File: config.mk
export PLATFORM = sky130hd
export DESIGN_NAME = substring_stream_search
export DESIGN_NICKNAME = d
export VERILOG_FILES = /design/src/ssrch_pkg.sv /design/src/ssrch_cell.sv /design/src/substring_stream_search.sv
export SDC_FILE = /design/constraint.sdc
export NUM_CORES = 1
export LEC_CHECK = 0
export BUFFER_PORTS_ARGS = -buffer_cell sky130_fd_sc_hd__buf_2
export CAP_MARGIN = 25
export CORE_MARGIN = 3
export CORE_UTILIZATION = 45
export DETAILED_ROUTE_END_ITERATION = 10
export PLACE_DENSITY = 0.72
export SETUP_SLACK_MARGIN = 0.4
export SLEW_MARGIN = 20
export SYNTH_ARGS = -nofsm -noshare
export SYNTH_HDL_FRONTEND = slang
export SYNTH_HIERARCHICAL = 1
export SYNTH_SLANG_ARGS = --single-unit
File: constraint.sdc
create_clock -name clk -period 7.1 [get_ports clk]
set_clock_uncertainty 0.1 [all_clocks]
set_input_delay 0.355 -clock clk [delete_from_list [all_inputs] [get_ports clk]]
set_output_delay 0.355 -clock clk [all_outputs]
set_load 0.02 [all_outputs]
File: src/ssrch_pkg.sv
// Shared definitions for the streaming substring search.
// Constants, configuration register indexes and the cell control struct.
// No dependencies.
package ssrch_pkg;

  localparam int MAX_PATTERN_DEF = 8;
  localparam int INDEX_BITS_DEF  = 16;

  localparam int PATTERN_W = 64;
  localparam int LENGTH_W  = 4;
  localparam int CFG_IDX_W = 1;
  localparam int CFG_DATA_W = 64;

  localparam logic [CFG_IDX_W-1:0] REG_PATTERN_BYTES  = 1'b0;
  localparam logic [CFG_IDX_W-1:0] REG_PATTERN_LENGTH = 1'b1;

  localparam logic [7:0] TERMINATOR = 8'h00;

  typedef struct packed {
    logic shift;
    logic clear;
  } cell_ctrl_t;

endpackage

File: src/ssrch_cell.sv
// One window cell: holds a text byte, passes it on and compares its input byte.
// Depends on ssrch_pkg.
module ssrch_cell (
  input  logic                clk,
  input  logic                rst_n,
  input  ssrch_pkg::cell_ctrl_t ctrl,
  input  logic [7:0]          byte_in,
  input  logic [7:0]          want,
  input  logic                en,
  output logic [7:0]          byte_out,
  output logic                match
);

  logic [7:0] byte_r;
  logic [7:0] byte_nxt;

  always_comb begin
    byte_nxt = byte_r;
    if (ctrl.clear) begin
      byte_nxt = 8'h00;
    end else if (ctrl.shift) begin
      byte_nxt = byte_in;
    end
  end

  always_ff @(posedge clk) begin
    if (!rst_n) begin
      byte_r <= 8'h00;
    end else begin
      byte_r <= byte_nxt;
    end
  end

  assign byte_out = byte_r;
  assign match    = !en || (byte_in == want);

endmodule

File: src/substring_stream_search.sv
// Streaming first-occurrence substring search over zero-terminated strings.
// Depends on ssrch_pkg and ssrch_cell.
//
// Takes one text byte per cycle, back to back while the skid entry is empty,
// and compares the newest MAX_PATTERN bytes against the pattern in parallel
// across a row of window cells. A result (found, match_index) is registered
// from the byte that completes the match or ends the string; a two-entry
// output stage keeps the input open while one result waits. The sustained
// rate is set by the combinational compare across the cell row. Write
// configuration only while no string is being searched.
module substring_stream_search #(
  parameter int MAX_PATTERN = ssrch_pkg::MAX_PATTERN_DEF,
  parameter int INDEX_BITS  = ssrch_pkg::INDEX_BITS_DEF,
  localparam int OUT_W = ((1 + INDEX_BITS + 7) / 8) * 8
) (
  input  logic                           clk,
  input  logic                           rst_n,
  input  logic                           in_tvalid,
  output logic                           in_tready,
  input  logic [7:0]                     in_tdata,   // [7:0] text_byte
  output logic                           out_tvalid,
  input  logic                           out_tready,
  output logic [OUT_W-1:0]               out_tdata,  // [0] found, then match_index
  input  logic                           cfg_we,
  input  logic [ssrch_pkg::CFG_IDX_W-1:0]  cfg_index,
  input  logic [ssrch_pkg::CFG_DATA_W-1:0] cfg_wdata
);

  localparam int LEN_W = $clog2(MAX_PATTERN + 1);
  localparam int RES_W = 1 + INDEX_BITS;

  logic [ssrch_pkg::PATTERN_W-1:0] pattern_r;
  logic [ssrch_pkg::LENGTH_W-1:0]  length_r;

  always_ff @(posedge clk) begin
    if (!rst_n) begin
      pattern_r <= '0;
      length_r  <= '0;
    end else if (cfg_we) begin
      case (cfg_index)
        ssrch_pkg::REG_PATTERN_BYTES:  pattern_r <= cfg_wdata;
        ssrch_pkg::REG_PATTERN_LENGTH: length_r  <= cfg_wdata[ssrch_pkg::LENGTH_W-1:0];
        default: ;
      endcase
    end
  end

  // effective length: clamped, cut at the first zero pattern byte
  logic [ssrch_pkg::LENGTH_W-1:0] len_clamp;
  logic [LEN_W-1:0]               eff_len;

  always_comb begin
    len_clamp = length_r;
    if (length_r > ssrch_pkg::LENGTH_W'(MAX_PATTERN)) begin
      len_clamp = ssrch_pkg::LENGTH_W'(MAX_PATTERN);
    end
    eff_len = LEN_W'(len_clamp);
    for (int k = MAX_PATTERN - 1; k >= 0; k--) begin
      if ((ssrch_pkg::LENGTH_W'(k) < len_clamp) && (pattern_r[8*k +: 8] == 8'h00)) begin
        eff_len = LEN_W'(k);
      end
    end
  end

  // cell j sees the byte j steps back and wants pattern byte eff_len-1-j
  logic [7:0] want [MAX_PATTERN];
  logic       en   [MAX_PATTERN];

  always_comb begin
    for (int j = 0; j < MAX_PATTERN; j++) begin
      want[j] = 8'h00;
      en[j]   = (LEN_W'(j) < eff_len);
      for (int k = 0; k < MAX_PATTERN; k++) begin
        if (LEN_W'(k + j + 1) == eff_len) begin
          want[j] = pattern_r[8*k +: 8];
        end
      end
    end
  end

  logic                  reported_r;
  logic                  reported_nxt;
  logic [INDEX_BITS-1:0] pos_r;
  logic [INDEX_BITS-1:0] pos_nxt;

  logic       acc;
  logic       term;
  logic       empty_pat;
  ssrch_pkg::cell_ctrl_t ctrl;

  assign acc       = in_tvalid && in_tready;
  assign term      = (in_tdata == ssrch_pkg::TERMINATOR);
  assign empty_pat = (eff_len == '0);

  assign ctrl.shift = acc && !reported_r && !empty_pat && !term;
  assign ctrl.clear = acc && term;

  logic [7:0]             chain [MAX_PATTERN];
  logic [MAX_PATTERN-1:0] match;

  assign chain[0] = in_tdata;

  for (genvar j = 0; j < MAX_PATTERN; j++) begin : g_cell
    if (j < MAX_PATTERN - 1) begin : g_mid
      ssrch_cell u_cell (
        .clk      (clk),
        .rst_n    (rst_n),
        .ctrl     (ctrl),
        .byte_in  (chain[j]),
        .want     (want[j]),
        .en       (en[j]),
        .byte_out (chain[j+1]),
        .match    (match[j])
      );
    end else begin : g_last
      ssrch_cell u_cell (
        .clk      (clk),
        .rst_n    (rst_n),
        .ctrl     (ctrl),
        .byte_in  (chain[j]),
        .want     (want[j]),
        .en       (en[j]),
        .byte_out (),
        .match    (match[j])
      );
    end
  end

  logic [INDEX_BITS-1:0] len_m1;
  logic                  hit;
  logic                  res_valid;
  logic [RES_W-1:0]      res;

  assign len_m1 = INDEX_BITS'(eff_len) - INDEX_BITS'(1);
  assign hit    = !empty_pat && !term && (&match) && (pos_r >= len_m1);

  always_comb begin
    res_valid = acc && !reported_r && (empty_pat || term || hit);
    res       = '0;
    if (empty_pat) begin
      res = RES_W'(1);
    end else if (hit) begin
      res = {pos_r - len_m1, 1'b1};
    end
  end

  always_comb begin
    reported_nxt = reported_r;
    pos_nxt      = pos_r;
    if (acc) begin
      if (term) begin
        reported_nxt = 1'b0;
        pos_nxt      = '0;
      end else if (!reported_r) begin
        reported_nxt = empty_pat || hit;
        if (pos_r != '1) begin
          pos_nxt = pos_r + INDEX_BITS'(1);
        end
      end
    end
  end

  always_ff @(posedge clk) begin
    if (!rst_n) begin
      reported_r <= 1'b0;
      pos_r      <= '0;
    end else begin
      reported_r <= reported_nxt;
      pos_r      <= pos_nxt;
    end
  end

  // output register plus skid entry
  logic             out_valid_r;
  logic [RES_W-1:0] out_data_r;
  logic             skid_valid_r;
  logic [RES_W-1:0] skid_data_r;
  logic             pop;

  assign pop       = out_valid_r && out_tready;
  assign in_tready = !skid_valid_r;

  always_ff @(posedge clk) begin
    if (!rst_n) begin
      out_valid_r  <= 1'b0;
      skid_valid_r <= 1'b0;
    end else if (skid_valid_r) begin
      if (pop) begin
        skid_valid_r <= 1'b0;
      end
    end else if (res_valid) begin
      if (out_valid_r && !pop) begin
        skid_valid_r <= 1'b1;
      end else begin
        out_valid_r <= 1'b1;
      end
    end else if (pop) begin
      out_valid_r <= 1'b0;
    end
  end

  always_ff @(posedge clk) begin
    if (skid_valid_r) begin
      if (pop) begin
        out_data_r <= skid_data_r;
      end
    end else if (res_valid) begin
      if (out_valid_r && !pop) begin
        skid_data_r <= res;
      end else begin
        out_data_r <= res;
      end
    end
  end

  assign out_tvalid = out_valid_r;
  assign out_tdata  = OUT_W'(out_data_r);

endmodule

# Yosys cells after proc, flatten, opt, wreduce, memory -nomap -nowiden
# Cells that the tools add are included.
[classes] n_addsub=3 magnitude_cmp=18 n_eq_ne=28 muxes=91 bitwise_logic=3 n_reduce_logical=64
[op_table] op="two-way mux 8 bit" count=64
[op_table] op="two-way mux 17 bit" count=6
[op_table] op="zero test 8 bit" count=9
[op_table] op="equality test 8 bit" count=8
[op_table] op="two-way mux 16 bit" count=3
[op_table] op="two-way mux 4 bit" count=9
[op_table] op="equality test 4 bit (first input constant)" count=8
[op_table] op="less-than comparator 3 x 4 -> 1 bit (first input constant)" count=8
[op_table] op="logical AND 1 bit" count=19
[op_table] op="adder 16 x 1 -> 16 bit (second input constant)" count=1
[op_table] op="equality test 3 x 4 -> 1 bit (first input constant)" count=4
[op_table] op="greater-or-equal comparator 16 bit" count=1
[op_table] op="less-than comparator 1 x 4 -> 1 bit (first input constant)" count=4
[op_table] op="less-than comparator 2 x 4 -> 1 bit (first input constant)" count=4
[op_table] op="!= test 16 bit (second input constant)" count=1
[op_table] op="subtractor 16 bit" count=1
[op_table] op="zero test 1 bit" count=13
[op_table] op="AND reduction 3 bit" count=4
[op_table] op="logical OR 1 bit" count=11
[op_table] op="two-way mux 1 bit" count=9
[op_table] op="equality test 2 x 4 -> 1 bit (first input constant)" count=2
[op_table] op="AND reduction 8 bit" count=1
[op_table] op="nonzero test 2 bit" count=3
[op_table] op="subtractor 4 x 1 -> 5 bit (second input constant)" count=1
[op_table] op="other kinds (8)" count=13
[word_totals] ff_bits=177 inputBits=78 out_inout_bits=26 elab_cells=222

# Longest topological paths before layout
[depth] ltp_word=31 depth_mapped=28 mapped_depth_nobuf=24

# Modules after synthesis
# The synthesis kept the hierarchy.
[modules_own_cells] module="substring_stream_search" n_inst=1 cells_each=1341 area_per_inst_um2=9773.1 seq_area_each_um2=2762.6
[modules_own_cells] module="ssrch_cell" n_inst=8 cells_each=38 area_per_inst_um2=380.4 seq_area_each_um2=160.2

# Least setup slack after synthesis
# Ideal clock, no wire load.
[synth_path] path_type="flip-flop to flip-flop" start="register pattern_r[0] (netlist name)" end="register skid_data_r[0] (enable)" setup_ps=412 arrival_time_ps=6145 required_time_ps=6588 slack_ps=442 path_stages_with_launch=26 path_buffers=6 synth_period_minus_slack_ps=6658 cell_sequence="dfxtp_1 -> buf_2 -> nor4_1 -> and2_1 -> a41oi_2 -> o22ai_2 -> clkbuf_1 -> ha_1 -> clkbuf_1 -> inv_1 -> clkbuf_1 -> nor2_1 -> buf_2 -> buf_1 -> a21oi_1 -> o31a_1 -> o22ai_1 -> xnor2_1 -> nand4_1 -> o21ai_1 -> nand4_1 -> or2_2 -> a2111oi_0 -> a31oi_1 -> a31o_2 -> nor3_1"
[synth_lines] element="start: declaration" line_no="substring_stream_search.sv:32" text="logic [ssrch_pkg::PATTERN_W-1:0] pattern_r;"
[synth_lines] element="start signal: assignment" line_no="substring_stream_search.sv:41" text="ssrch_pkg::REG_PATTERN_BYTES: pattern_r <= cfg_wdata;"
[synth_lines] element="end signal: assignment" line_no="substring_stream_search.sv:209" text="skid_data_r <= res;"
[synth_lines] element="end: declaration" line_no="substring_stream_search.sv:177" text="logic [RES_W-1:0] skid_data_r;"

==> metrics.md <==
| Metric | Value |
|---|---|
| Clk_lat worst skew | `approximately 450 ps` |
| Drt total wl | `43800 um` |
| CTS tree | `done` |
| Fin crit period | `6570 ps` |
| Crit path max fanout | `35` |
| Met3 GRT Util | `0.0867` |
| Crit-path max cell delay | `470 ps` |
| Pwr dens | `215 nW/um2` |
| CTS Root Cell | `clkbuf_16` |
| Area Overhead vs Synth | `10.8%` |
| Max cap viols | `0` |
| Avg WL per Cell | `approximately 22 um` |
| Port bufs | `96` |
| Status | `complete, no violations` |
| Gr usage total | `0.279` |
| Core Rows | `60` |
| Die height | `173 um` |
| Vias | `12600` |
| WP data required | `around 7200 ps` |
| Antenna Nets Post-Route | `0` |
| Post-Syn Instances | `1618` |
| GR Util met2 | `0.408` |
| DP Wirelength | `30800 um` |
| Worst slew pin tran | `around 940 ps` |
| WP data arrival | `6620 ps` |
| WHS | `45.5 ps` |
| Hold crit path type | `primary input to flip-flop` |
| Rel. slew slack | `0.367` |
| Layout cells sized above 1 | `0.148` |
| Final RePlAce weighted congestion | `1.03` |
| GRT met1 Usage | `0.389` |
| Pleak | `5.10 nW` |
| Fmax | `roughly 150 MHz` |
| Die ar. | `approximately 30000 um2` |
| Initial antenna violation count | `0` |
| Nets | `1732` |
| Buf/Inv on CP | `4` |
| Post-route DRC | `0` |
| First-pass DRT Iterations | `10` |
| Final Max Slew Viols | `0` |
| CP startpoint kind | `flip-flop` |
| GRT busiest layer | `met2` |
| Filler Cell Count | `2607` |
| Initial Util | `0.461` |
| Final Worst Setup Slack | `529 ps` |
| Number of diodes | `0` |
| CTS max path bufs | `2` |
| Post-CTS Resized | `1` |
| Critical path endpoint category | `flip-flop` |
| Synth Warn # | `6` |
| Peak supply drop | `0.152 mV` |
| Crit-path cells | `nor4_2 -> nand3_1 -> a21o_1 -> a31oi_2 -> nand2b_1 -> inv_1 -> ha_1 -> buf_6 -> buf_4 -> o21ai_0 -> a221o_1 -> o21ai_0 -> o21ai_1 -> xnor2_1 -> nand4_1 -> o21ai_1 -> nand4_1 -> or2_2 -> a2111oi_0 -> a31oi_1 -> a31o_2 -> a22oi_1 -> buf_4` |
| Clock sink total | `177` |
| Crit path kind | `flip-flop to flip-flop` |
| Remaining Overflow, GRT | `0` |
| # hold bufs at CTS | `0` |
| RSZ-0062 raised after global routing | `no` |
| Final hold viol count | `0` |
| Reg2reg setup slack | `530 ps` |
| DR iter-0 viols | `2215` |
| Vias in the first global route | `11400` |
| Dpl ws | `about 220 ps` |
| Slowest-stage cell, CP | `dfxtp_1` |
| Critical path's top delay family | `compound AO/OA/AOI/OAI gates` |
| IO Count | `104` |
| Routed vias/inst | `between 6 and 7` |
| Mapped Area | `12500 um2` |
| Fin Setup TNS | `0 ps` |
| Final setup fails | `0` |
| Syn Area/Cell | `between 7 and 8 um2` |
| Core Area | `27200 um2` |
| Die W | `173 um` |
| Largest net degree at the start of global routing | `roughly 80` |
| Setup bufs post-CTS | `0` |
| First-pass GRT wire length | `66400 um` |
| Worst-path clk slew | `80 ps` |
| Htree depth | `4` |
| Final period util | `0.925` |
| CTS buffer count | `17` |
cell type report:
cell class | instances | area [um2] | share of cell area
multi-input cells | 1247 | 7830 | 0.564
well taps | 372 | 465 | 0.0335
repair buffers | 156 | 967 | 0.0697
inverters | 32 | 123 | 0.00883
flip-flops and latches | 177 | 3880 | 0.280
clock inverters | 15 | 186 | 0.0134
clock buffers | 17 | 425 | 0.0306
power breakdown:
group          switching [mW]  internal [mW]
Clock                   0.512          0.486
Sequential             0.0603           1.07
Combinational           0.549          0.302
cell usage in the layout (no fill, tap or decap), drive strengths merged, types with 34 or more instances in the layout:
cell / instances
a21oi: 86
buf: 156
nand2: 248
dfxtp: 143
o21ai: 114
xnor2: 72
a221oi: 41
nor2: 172
inv: 42
mux2i: 56
a21boi: 70
edfxtp: 34
metrics by stage:
stage               cell area [um2]   util  cells  total power, mW
CTS                           13800  0.506   2014             2.94
floorplan                     12500      -   1624             1.71
global route                  13900  0.511   2016             3.09
finish                        13900  0.511   2016             2.98
global placement              13100  0.484   1982             1.94
detailed placement            13100  0.484   1982             1.95
worst paths after layout:
path | start | to | depth (start not counted)
max | pattern_r[32]$_SDFFE_PN0P_ | out_data_r[5]$_DFFE_PP_ | 23
min | cfg_wdata[9] | pattern_r[9]$_SDFFE_PN0P_ | 3
max reg2reg | pattern_r[32]$_SDFFE_PN0P_ | out_data_r[5]$_DFFE_PP_ | 23
min reg2reg | reported_r$_SDFFE_PN0P_ | reported_r$_SDFFE_PN0P_ | 2
sequential cells by signal, indices dropped and copies added (netlist names):
register / flops
pattern_r: 64
g_cell.g_mid.u_cell/byte_out: 56
out_data_r: 17
skid_data_r: 17
pos_r: 16
length_r: 4
out_tvalid: 1
reported_r: 1
skid_valid_r: 1
worst register-to-register path, cell delays in order (launching register included):
cell and delay, ps:
dfxtp_1 470, nor4_2 470, nand3_1 230, a21o_1 230
a31oi_2 270, nand2b_1 230, inv_1 120, ha_1 260
buf_6 200, buf_4 210, o21ai_0 280, a221o_1 260
o21ai_0 250, o21ai_1 290, xnor2_1 160, nand4_1 130
o21ai_1 350, nand4_1 140, or2_2 380, a2111oi_0 420
a31oi_1 110, a31o_2 300, a22oi_1 160, buf_4 250
metal layers:
layer	wire [um]	vias to the layer above	part of all wire
li1	-	5798	-
met1	18400	5779	0.42
met2	17900	831	0.41
met3	5590	176	0.13
met4	2010	0	0.046
met5	0	-	0
Power figures use the tool's default switching activity.
